### src/hdl/egc_pkg.sv
// Package for the Elias gamma encoder: sizing constants, item types and the
// command/status structs between the controller and the datapath.
// No dependencies.
package egc_pkg;

    localparam int VALUE_WIDTH  = 32;   // low bits of the value that are encoded
    localparam int LENGTH_BYTES = 8;    // bytes of the length trailer
    localparam int BYTE_BITS    = 8;
    localparam int IN_VALUE_W   = 32;   // width of the value field on the port
    localparam int TOTAL_W      = 64;   // running code length counter

    // Work buffer: one partial byte on top of the widest code or trailer.
    localparam int BODY_W = (LENGTH_BYTES * 8 > 2 * VALUE_WIDTH) ?
                            LENGTH_BYTES * 8 : 2 * VALUE_WIDTH;
    localparam int BUF_W  = BYTE_BITS + BODY_W;
    localparam int FIN_W  = BYTE_BITS + LENGTH_BYTES * 8;
    localparam int FIN_SH = BUF_W - FIN_W;

    localparam int N_W   = $clog2(VALUE_WIDTH);
    localparam int SUM_W = $clog2(2 * VALUE_WIDTH + BYTE_BITS);
    localparam int SH_W  = $clog2(BUF_W);

    localparam int ENC_MAX   = (2 * VALUE_WIDTH + 6) / BYTE_BITS;
    localparam int MAX_BYTES = (LENGTH_BYTES + 1 > ENC_MAX) ? LENGTH_BYTES + 1 : ENC_MAX;
    localparam int CNT_W     = $clog2(MAX_BYTES + 1);

    localparam logic CMD_ENCODE = 1'b0;
    localparam logic CMD_FINISH = 1'b1;

    typedef struct packed {
        logic                  command;
        logic [IN_VALUE_W-1:0] value;
    } t_in_item;

    typedef struct packed {
        logic [BYTE_BITS-1:0] out_byte;
        logic                 last;
        logic                 error;
    } t_out_item;

    typedef struct packed {
        logic load;     // capture the input transaction
        logic calc;     // find the highest set bit
        logic build;    // assemble the byte buffer and update counters
        logic pop;      // one output byte was taken
        logic commit;   // store the leftover bits or clear the stream
    } t_dp_cmd;

    typedef struct packed {
        logic cnt_zero;
        logic cnt_one;
    } t_dp_status;

endpackage

### src/hdl/egc_if.sv
// Stream interfaces for the Elias gamma encoder input and output channels.
// Depends on egc_pkg for the field widths.
interface egc_in_if;
    logic                           valid;
    logic                           ready;
    logic                           command;
    logic [egc_pkg::IN_VALUE_W-1:0] value;

    modport source (output valid, output command, output value, input ready);
    modport sink   (input valid, input command, input value, output ready);
endinterface

interface egc_out_if;
    logic                          valid;
    logic                          ready;
    logic [egc_pkg::BYTE_BITS-1:0] out_byte;
    logic                          last;
    logic                          error;

    modport source (output valid, output out_byte, output last, output error, input ready);
    modport sink   (input valid, input out_byte, input last, input error, output ready);
endinterface

### src/hdl/egc_datapath.sv
// Datapath of the Elias gamma encoder: leading-one search, byte buffer,
// bit packer state and running length counter. Depends on egc_pkg.
module egc_datapath (
    input  logic               i_clk,
    input  logic               i_rst_n,
    input  egc_pkg::t_dp_cmd   i_cmd,
    input  egc_pkg::t_in_item  i_item,
    output egc_pkg::t_dp_status o_status,
    output egc_pkg::t_out_item o_item
);
    import egc_pkg::*;

    logic                   r_command;
    logic [VALUE_WIDTH-1:0] r_value;
    logic [N_W-1:0]         r_n;
    logic                   r_err;
    logic [BUF_W-1:0]       r_buf;
    logic [CNT_W-1:0]       r_cnt;
    logic [BYTE_BITS-1:0]   r_partial;   // leftover bits, left-aligned
    logic [2:0]             r_bf;
    logic [TOTAL_W-1:0]     r_total;

    logic [N_W-1:0]         n_n;
    logic [SUM_W-1:0]       w_len;
    logic [SUM_W-1:0]       w_sum;
    logic [SH_W-1:0]        w_shift;
    logic [BUF_W-1:0]       w_code_buf;
    logic [FIN_W-1:0]       w_fin;
    logic [BUF_W-1:0]       w_fin_buf;

    // Highest set bit of the captured value.
    always_comb begin
        n_n = '0;
        for (int i = 0; i < VALUE_WIDTH; i++) begin
            if (r_value[i]) begin
                n_n = N_W'(i);
            end
        end
    end

    always_comb begin
        w_len   = (SUM_W'(r_n) << 1) + SUM_W'(1);
        w_sum   = SUM_W'(r_bf) + w_len;
        // Put the first code bit right below the bits already pending.
        w_shift = SH_W'(BUF_W - 1) - SH_W'(r_bf) - (SH_W'(r_n) << 1);
        w_code_buf = {r_partial, {(BUF_W - BYTE_BITS){1'b0}}}
                   | (BUF_W'(r_value) << w_shift);
        w_fin = {r_partial, r_total[LENGTH_BYTES*8-1:0]};
        if (r_bf == 3'd0) begin
            w_fin = w_fin << BYTE_BITS;
        end
        w_fin_buf = BUF_W'(w_fin) << FIN_SH;
    end

    always_ff @(posedge i_clk) begin
        if (i_cmd.load) begin
            r_command <= i_item.command;
            r_value   <= i_item.value[VALUE_WIDTH-1:0];
        end
        if (i_cmd.calc) begin
            r_n   <= n_n;
            r_err <= (r_command == CMD_ENCODE) && (r_value == '0);
        end
        if (i_cmd.build) begin
            if (r_err) begin
                r_buf <= '0;
                r_cnt <= CNT_W'(1);
            end else if (r_command == CMD_FINISH) begin
                r_buf <= w_fin_buf;
                r_cnt <= (r_bf != 3'd0) ? CNT_W'(LENGTH_BYTES + 1) : CNT_W'(LENGTH_BYTES);
            end else begin
                r_buf <= w_code_buf;
                r_cnt <= CNT_W'(w_sum >> 3);
            end
        end else if (i_cmd.pop) begin
            r_buf <= r_buf << BYTE_BITS;
            r_cnt <= r_cnt - CNT_W'(1);
        end
    end

    always_ff @(posedge i_clk) begin
        if (!i_rst_n) begin
            r_partial <= '0;
            r_bf      <= '0;
            r_total   <= '0;
        end else if (i_cmd.build && !r_err && r_command == CMD_ENCODE) begin
            r_bf    <= w_sum[2:0];
            r_total <= r_total + TOTAL_W'(w_len);
        end else if (i_cmd.commit && !r_err) begin
            if (r_command == CMD_FINISH) begin
                r_partial <= '0;
                r_bf      <= '0;
                r_total   <= '0;
            end else begin
                r_partial <= r_buf[BUF_W-1 -: BYTE_BITS];
            end
        end
    end

    assign o_status.cnt_zero = (r_cnt == '0);
    assign o_status.cnt_one  = (r_cnt == CNT_W'(1));
    assign o_item.out_byte   = r_buf[BUF_W-1 -: BYTE_BITS];
    assign o_item.last       = (r_cnt == CNT_W'(1));
    assign o_item.error      = r_err;

endmodule

### src/hdl/egc_ctrl.sv
// Controller of the Elias gamma encoder: sequences capture, search, buffer
// build, byte output and commit. Depends on egc_pkg.
module egc_ctrl (
    input  logic                 i_clk,
    input  logic                 i_rst_n,
    input  logic                 i_in_valid,
    output logic                 o_in_ready,
    output logic                 o_out_valid,
    input  logic                 i_out_ready,
    input  egc_pkg::t_dp_status  i_status,
    output egc_pkg::t_dp_cmd     o_cmd
);
    import egc_pkg::*;

    localparam logic [2:0] S_IDLE   = 3'd0;
    localparam logic [2:0] S_CALC   = 3'd1;
    localparam logic [2:0] S_BUILD  = 3'd2;
    localparam logic [2:0] S_EMIT   = 3'd3;
    localparam logic [2:0] S_COMMIT = 3'd4;

    logic [2:0] r_state;
    logic [2:0] n_state;

    always_comb begin
        n_state     = r_state;
        o_in_ready  = 1'b0;
        o_out_valid = 1'b0;
        o_cmd       = '0;
        unique case (r_state)
            S_IDLE: begin
                o_in_ready = 1'b1;
                if (i_in_valid) begin
                    o_cmd.load = 1'b1;
                    n_state    = S_CALC;
                end
            end
            S_CALC: begin
                o_cmd.calc = 1'b1;
                n_state    = S_BUILD;
            end
            S_BUILD: begin
                o_cmd.build = 1'b1;
                n_state     = S_EMIT;
            end
            S_EMIT: begin
                if (i_status.cnt_zero) begin
                    n_state = S_COMMIT;
                end else begin
                    o_out_valid = 1'b1;
                    if (i_out_ready) begin
                        o_cmd.pop = 1'b1;
                        if (i_status.cnt_one) begin
                            n_state = S_COMMIT;
                        end
                    end
                end
            end
            S_COMMIT: begin
                o_cmd.commit = 1'b1;
                n_state      = S_IDLE;
            end
            default: begin
                n_state = S_IDLE;
            end
        endcase
    end

    always_ff @(posedge i_clk) begin
        if (!i_rst_n) begin
            r_state <= S_IDLE;
        end else begin
            r_state <= n_state;
        end
    end

endmodule

### src/hdl/elias_gamma_encoder_unit.sv
// Elias gamma encoder with MSB-first byte packing and a length trailer.
//
// Input channel i_in carries a command and a 32-bit value. An encode
// command appends the gamma code of the value (n zero bits, then the n+1
// value bits, where n is the highest set bit) to the bit stream; every byte
// that becomes full is sent on o_out. A finish command sends the partial
// byte padded with zeros, if any, then the 64-bit code length in bits as
// eight big-endian bytes, and clears the stream. A zero value gives one
// byte with error set and leaves the stream untouched. The last flag marks
// the final byte caused by one input transaction; an encode that fills no
// byte causes no output transaction.
// Timing: an accepted input transaction is followed by a search state and a
// buffer build state, then one output byte per cycle while the receiver is
// ready (up to nine), then a commit state; an item that sends no byte still
// passes through the output state before the commit.
// The block handles one item at a time, so input ready is low from the
// accepted transaction until the commit cycle has passed. A stall on o_out
// simply holds the current byte. Synchronous reset empties the stream.
// Depends on egc_pkg, egc_if, egc_ctrl and egc_datapath.
module elias_gamma_encoder_unit (
    input  logic      i_clk,
    input  logic      i_rst_n,
    egc_in_if.sink    i_in,
    egc_out_if.source o_out
);
    import egc_pkg::*;

    t_dp_cmd    w_cmd;
    t_dp_status w_status;
    t_in_item   w_in_item;
    t_out_item  w_out_item;

    assign w_in_item.command = i_in.command;
    assign w_in_item.value   = i_in.value;

    egc_ctrl u_ctrl (
        .i_clk       (i_clk),
        .i_rst_n     (i_rst_n),
        .i_in_valid  (i_in.valid),
        .o_in_ready  (i_in.ready),
        .o_out_valid (o_out.valid),
        .i_out_ready (o_out.ready),
        .i_status    (w_status),
        .o_cmd       (w_cmd)
    );

    egc_datapath u_datapath (
        .i_clk    (i_clk),
        .i_rst_n  (i_rst_n),
        .i_cmd    (w_cmd),
        .i_item   (w_in_item),
        .o_status (w_status),
        .o_item   (w_out_item)
    );

    assign o_out.out_byte = w_out_item.out_byte;
    assign o_out.last     = w_out_item.last;
    assign o_out.error    = w_out_item.error;

endmodule

### src/flat_wrapper.sv
// flat-port wrapper written by rule: the top's interface ports become plain ports
module elias_gamma_encoder_unit_flat import egc_pkg::*;
  (i_clk, i_rst_n, i_in_valid, i_in_command, i_in_value, i_in_ready, o_out_valid, o_out_out_byte, o_out_last, o_out_error, o_out_ready);
  egc_in_if i_in_i ();
  egc_out_if o_out_i ();
  input  logic i_clk;
  input  logic i_rst_n;
  input wire logic [$bits(i_in_i.valid)-1:0] i_in_valid;
  input wire logic [$bits(i_in_i.command)-1:0] i_in_command;
  input wire logic [$bits(i_in_i.value)-1:0] i_in_value;
  output wire logic [$bits(i_in_i.ready)-1:0] i_in_ready;
  output wire logic [$bits(o_out_i.valid)-1:0] o_out_valid;
  output wire logic [$bits(o_out_i.out_byte)-1:0] o_out_out_byte;
  output wire logic [$bits(o_out_i.last)-1:0] o_out_last;
  output wire logic [$bits(o_out_i.error)-1:0] o_out_error;
  input wire logic [$bits(o_out_i.ready)-1:0] o_out_ready;
  assign i_in_i.valid = i_in_valid;
  assign i_in_i.command = i_in_command;
  assign i_in_i.value = i_in_value;
  assign i_in_ready = i_in_i.ready;
  assign o_out_valid = o_out_i.valid;
  assign o_out_out_byte = o_out_i.out_byte;
  assign o_out_last = o_out_i.last;
  assign o_out_error = o_out_i.error;
  assign o_out_i.ready = o_out_ready;
  elias_gamma_encoder_unit u_core (.i_clk(i_clk), .i_rst_n(i_rst_n), .i_in(i_in_i), .o_out(o_out_i));
endmodule
### config.mk
export PLATFORM = sky130hd
export DESIGN_NAME = elias_gamma_encoder_unit_flat
export DESIGN_NICKNAME = d
export VERILOG_FILES = /design/src/hdl/egc_pkg.sv /design/src/hdl/egc_if.sv /design/src/hdl/egc_datapath.sv /design/src/hdl/egc_ctrl.sv /design/src/hdl/elias_gamma_encoder_unit.sv /design/src/flat_wrapper.sv
export SDC_FILE = /design/constraint.sdc
export NUM_CORES = 1
export LEC_CHECK = 0
export BUFFER_PORTS_ARGS = -buffer_cell sky130_fd_sc_hd__buf_2
export CORE_ASPECT_RATIO = 0.9
export CORE_MARGIN = 2
export CORE_UTILIZATION = 55
export DETAILED_ROUTE_END_ITERATION = 10
export MAX_ROUTING_LAYER = met4
export PLACE_DENSITY_LB_ADDON = 0.08
export SLEW_MARGIN = 15
export SYNTH_ARGS = -nofsm -noshare
export SYNTH_HDL_FRONTEND = slang
export SYNTH_SLANG_ARGS = --single-unit
export TNS_END_PERCENT = 1
### constraint.sdc
create_clock -name i_clk -period 12 [get_ports i_clk]
set_clock_uncertainty 0.1 [all_clocks]
set_input_delay 1.8 -clock i_clk [delete_from_list [all_inputs] [get_ports i_clk]]
set_output_delay 1.8 -clock i_clk [all_outputs]
set_load 0.005 [all_outputs]
# ---- Yosys cells after proc, flatten, opt, wreduce, memory -nomap -nowiden
# Index checks and enable logic that the tools add are counted.
dict set report word_totals {
  regBits 193
  inputBits 37
  out_inout_bits 12
  elab_cells 115
}
dict set report classes {
  add_sub_neg 6
  n_eq_ne 8
  n_shift 1
  mux 63
  n_bitwise 3
  reduce_logical 20
}
# cell count
set op_table {}
lappend op_table {{$mux 72} 5}
lappend op_table {{$mux 64} 3}
lappend op_table {{$or 72x72->72} 1}
lappend op_table {{$shl 32x7->72} 1}
lappend op_table {{$mux 5} 14}
lappend op_table {{$add 64x7->64} 1}
lappend op_table {{$mux 4} 12}
lappend op_table {{$mux 3} 11}
lappend op_table {{$logic_not 32->1} 1}
lappend op_table {{$reduce_or 16->1} 1}
lappend op_table {{$mux 1} 14}
lappend op_table {{$pmux 3 s4} 1}
lappend op_table {{$mux 8} 1}
lappend op_table {{$reduce_or 8->1} 1}
lappend op_table {{$add 3x7->7} 1}
lappend op_table {{$add 6x1->7 const B} 1}
lappend op_table {{$sub 7x3->7 const A} 1}
lappend op_table {{$sub 7x6->7} 1}
lappend op_table {{$eq 3x2->1 const B} 2}
lappend op_table {{$logic_not 3->1} 2}
lappend op_table {{$ne 3x3->1 const B} 2}
lappend op_table {{$reduce_bool 2->1} 3}
lappend op_table {{$eq 4x1->1 const B} 1}
lappend op_table {{$logic_and 1x1->1} 4}
lappend op_table {{13 further kinds} 16}

# ---- Logic depth before layout (Yosys ltp)
dict set report logic_depth {
  ltp_word 30
  mapped_depth 14
  depth_no_buf 10
}

# ---- Cells and area by module
# From an unflattened synthesis, not the netlist that was laid out.
dict set report unflattened {
  cells_unflattened 1444
  area_unflattened_um2 13191.4
}
# module n_inst cells_per_inst area_per_inst_um2 seq_area_each_um2
set modules_own_cells {}
lappend modules_own_cells {egc_datapath 1 1424 12995.0 4954.8}
lappend modules_own_cells {egc_ctrl 1 20 196.4 60.1}

# ---- Worst setup path after synthesis
# No wires, ideal clock.
dict set report synth_timing {
  kind {register to register}
  from {register u_core.u_datapath.r_n[0]}
  to {register u_core.u_datapath.r_buf[42], data pin}
  setup_ns 0.263
  arrival_time_ns 3.674
  required_time_ns 11.637
  path_slack_ns 7.962
  stages_incl_launch_ff 14
  n_path_buf 3
  period_less_slack_ns 4.038
  cell_sequence {edfxtp_1 -> inv_1 -> ha_1 -> buf_2 -> buf_2 -> inv_1 -> fa_1 -> xnor2_1 -> buf_1 -> mux2_2 -> mux4_2 -> nand2_1 -> a21oi_1 -> a2111o_1}
}
dict set report synth_between {
  elab_chain_len 6
}
# item line
set synth_rtl {}
lappend synth_rtl {{start, declared} egc_datapath.sv:15} ;# logic [N_W-1:0] r_n;
lappend synth_rtl {{start signal, assigned} egc_datapath.sv:61} ;# r_n <= n_n;
lappend synth_rtl {{$sub 7x6->7} egc_datapath.sv:45} ;# w_shift = SH_W'(BUF_W - 1) - SH_W'(r_bf) - (SH_W'(r_n) << 1);
lappend synth_rtl {{$shl 32x7->72} egc_datapath.sv:47} ;# | (BUF_W'(r_value) << w_shift);
lappend synth_rtl {{$or 72x72->72} egc_datapath.sv:47}
lappend synth_rtl {{$mux 72} egc_datapath.sv:68} ;# end else if (r_command == CMD_FINISH) begin
lappend synth_rtl {{$mux 72} egc_datapath.sv:65} ;# if (r_err) begin
lappend synth_rtl {{$mux 72} egc_datapath.sv:64} ;# if (i_cmd.build) begin
lappend synth_rtl {{end signal, assigned} egc_datapath.sv:69} ;# r_buf <= w_fin_buf;
lappend synth_rtl {{end signal, assigned} egc_datapath.sv:72} ;# r_buf <= w_code_buf;
lappend synth_rtl {{end signal, assigned} egc_datapath.sv:76} ;# r_buf <= r_buf << BYTE_BITS;
lappend synth_rtl {{end, declared} egc_datapath.sv:17} ;# logic [BUF_W-1:0] r_buf;
# Every way passes these cells.
# A chain may end at the register's enable or synchronous reset.

# ---- Final worst setup path
dict set report layout_timing {
  from {register u_core.u_datapath.r_n[0]}
  to {register u_core.u_datapath.r_buf[32], data pin}
}
# The elaborated chain is that of the path after synthesis.

==> results.ini <==
[status]
status = complete, no violations

[placement]
dpl_cell_area_sq_um = 13700
dp_hpwl_mm = 33.0
pre_cts_ws_ns = 7.52
gp_congestion = 1.05
io_buffers = 48
dp.cells = 1745

[sta]
max_freq_mhz = 217
max-slew-margin-rel_pct = 16.0
tightest_slew_ns = 1.26
slew_viol_final = 0
fin_ws_ns = 7.38
holdWs_ns = 0.393
min_period_ns = 4.62
hold_viol_final = 0
fin_crit_sh_pct = 38.5
setup_viol = 0
rsz0062_at_grt = no
fin_setup_tns_ns = 0

[critical_path]
crit_arrival_ns = 4.70
crit_path_start = u_core.u_datapath.r_n[0]$_SDFFCE_PP1P_
crit_chain = inv_1 > ha_2 > inv_1 > fa_1 > xor2_4 > buf_4 > mux4_2 > mux2i_1 > a2bb2oi_1 > a2111oi_0 > o31ai_1
rr_startpoint = u_core.u_datapath.r_n[0]$_SDFFCE_PP1P_
worst_setup_path_end_kind = flip-flop
crit_type = flip-flop to flip-flop
cp-endpoint = u_core.u_datapath.r_buf[32]$_DFFE_PP_
r2r_slack_ns = 7.38
cp_max_fo = 37
timing.rr.end = u_core.u_datapath.r_buf[32]$_DFFE_PP_
slowest_delay_ns = 0.88
startpoint_type = flip-flop
cp_common_cell = inv_1
slowest_stage = a2111oi_0
reg2reg_depth = 11
crit_required_ns = 12.09

[power]
power.internal_mw = 1.41
p_leak_nw = 4.78
peakVddDrop_uv = 117
pwr-share-clk_pct = 25.0
power_density_nw_per_um2 = 166
seq_power_share_pct = 35.6
switchingPower_mw = 0.962
p_total_mw = 2.37
switching_share_pct = 40.5
p_comb_share_pct = 39.4

[detailed_routing]
drc = 0
met2_length_mm = 20.2
dr_wl_met3_mm = 5.32
met1Wirelength_mm = 19.5
top_layer = met4
wire_per_inst_um = 26.1
ant_nets = 0
via_count = 12562
drt_wl_total_mm = 46.4
drt-initial-drc-count = 1927
viasPerCell = 7.07
first_pass_iters = 9

[logic_synthesis]
yosys-top-cells-area = edfxtp_1, dfxtp_1, nand2_1, mux4_2, mux2i_1
ys_ff_latch = 193
synth_flop_cell = edfxtp_1
synthCells = 1484
synthTopCellsByCount = nand2_1, a21oi_1, edfxtp_1
synth_cell_type_count = 78
synth_area_per_cell_sq_um = 8.99
synth-edff-count = 115
synth_top_area_share_pct = 25.9
synth_largest_area_cell = edfxtp_1
yosysWarnings = 0
synth_area_sq_um = 13300
synth_nets = 1540
yosysMostFrequentCell = nand2_1
async_flop_share_pct = 0
synth_seq_area_share_pct = 37.6

[cells_and_area]
area_growth_pct = 7.17
seqCellArea_sq_um = 5020
multi_input_area_sq_um = 7710
fillerInstances = 2177
layout-drive-gt1-share_pct = 14.6
diodes = 0
fin_area_sq_um = 14300
finish.utilization_pct = 59.4
nets = 1512
final_cells = 1777

[clock_network]
clk_latency_ns = 0.46
cts-resized-gates = 0
clockRootBuffer = clkbuf_16
cts.sink_count = 193
cts_hold_buf = 0
cts_tree = built
path_clk_slew_ns = 0.08
clk_path_buf_depth = 2
postCtsSetupBuffers = 0
numCtsBuffers = 17
htreeDepth = 4

[floorplan]
start_util_pct = 55.5
fp.dieArea_sq_um = 25500
coreArea_sq_um = 24100
num_io_pins = 49
fp.dieW_um = 168
fp.dieH_um = 152
rows = 54

[global_route]
grt_max_degree = 78
antenna_found_initial = 0
track_usage_pct = 37.8
gr-total-overflow = 0
grt_pass1_vias = 11183
grt_pass1_wl_mm = 69.9

[hold_path]
worstHoldStart = u_core.u_datapath.r_partial[5]$_SDFFE_PN0P_
hp-class = flip-flop to flip-flop

[run]
drv_cap = 0

==> area by class of cell <==
cell class                      instances  share of cell area, %
Multi-Input combinational cell       1131                   53.9
Sequential cell                       193                   35.1
Timing Repair Buffer                   77                   3.20
Clock buffer                           18                   3.15
Tap cell                              308                   2.70
Clock inverter                         14                  0.998
Inverter                               36                  0.945
==> power groups by stage <==
| stage | sequential (mW) | combinational [mW] | clock, mW |
|---|---|---|---|
| final | 0.846 | 0.935 | 0.593 |
| after global routing | 0.851 | 0.985 | 0.623 |
| after CTS | 0.843 | 0.898 | 0.598 |
| after detailed placement | 0.858 | 0.893 | 0 |
| after global placement | 0.856 | 0.892 | 0 |
| after floorplan | 0.834 | 0.624 | 0 |
==> worst min path at each step <==
stage,cells after the start,to
after floorplan,2,u_core.u_datapath.r_partial[0]$_SDFFE_PN0P_
after global placement,2,u_core.u_datapath.r_partial[6]$_SDFFE_PN0P_
after detailed placement,2,u_core.u_datapath.r_partial[5]$_SDFFE_PN0P_
after CTS,2,u_core.u_datapath.r_partial[5]$_SDFFE_PN0P_
after global routing,2,u_core.u_datapath.r_partial[5]$_SDFFE_PN0P_
final,2,u_core.u_datapath.r_partial[5]$_SDFFE_PN0P_
==> worst max-delay path: cells and delay by family, from the launching register on <==
kind	cells	cell delay, ns
DFF	1	0.45
xor gates and xnor gates	1	0.20
adders and majority gates	2	0.91
buffers and inverters	3	0.67
AOI/OAI and AO/OA	3	1.21
muxes	2	0.79
==> placed cells by master, fill, tap and decap left out, types with 18 or more instances in the layout <==
cell	n
a21oi_1	121
a31oi_1	39
and3_1	19
buf_2	48
buf_4	29
clkbuf_16	18
dfxtp_1	77
edfxtp_1	115
inv_1	31
mux2_2	41
mux2i_1	69
mux4_2	31
nand2_1	209
nand3_1	69
nand4_1	24
nor2_1	89
nor3_1	30
o211ai_1	23
o21ai_0	51
o41ai_1	19
==> state kept, by name, indices dropped and copies added (netlist names) <==
signal and cells:
u_core.u_datapath.r_value 32, u_core.u_ctrl.r_state 3, u_core.u_datapath.r_partial 8, u_core.u_datapath.r_cnt 4, u_core.u_datapath.r_command 1, u_core.u_datapath.r_total 64, u_core.u_datapath.r_n 5, u_core.u_datapath.r_buf 72
u_core.u_datapath.r_bf 3, u_core.u_datapath.r_err 1
==> routing by layer <==
| metal | global-route usage [%] | up-vias |
|---|---|---|
| li1 | - | 5637 |
| met1 | 51.0 | 6065 |
| met2 | 54.3 | 769 |
| met3 | 11.4 | 91 |
| met4 | 12.8 | 0 |
| met5 | - | - |
==> cells by family (layout without fill, tap and decap cells) <==
logic type / after synthesis / after routing / share of synthesized area [%]
xor gates and xnor gates: 11 / 11 / 0.779
buffers and inverters: 160 / 145 / 5.08
muxes: 141 / 141 / 13.9
DFF: 193 / 193 / 37.6
and+or+nand+nor: 540 / 540 / 19.4
AOI/OAI and AO/OA: 420 / 420 / 21.3
adders and majority gates: 19 / 19 / 1.95
No activity file was read; power rests on OpenSTA's default activity.
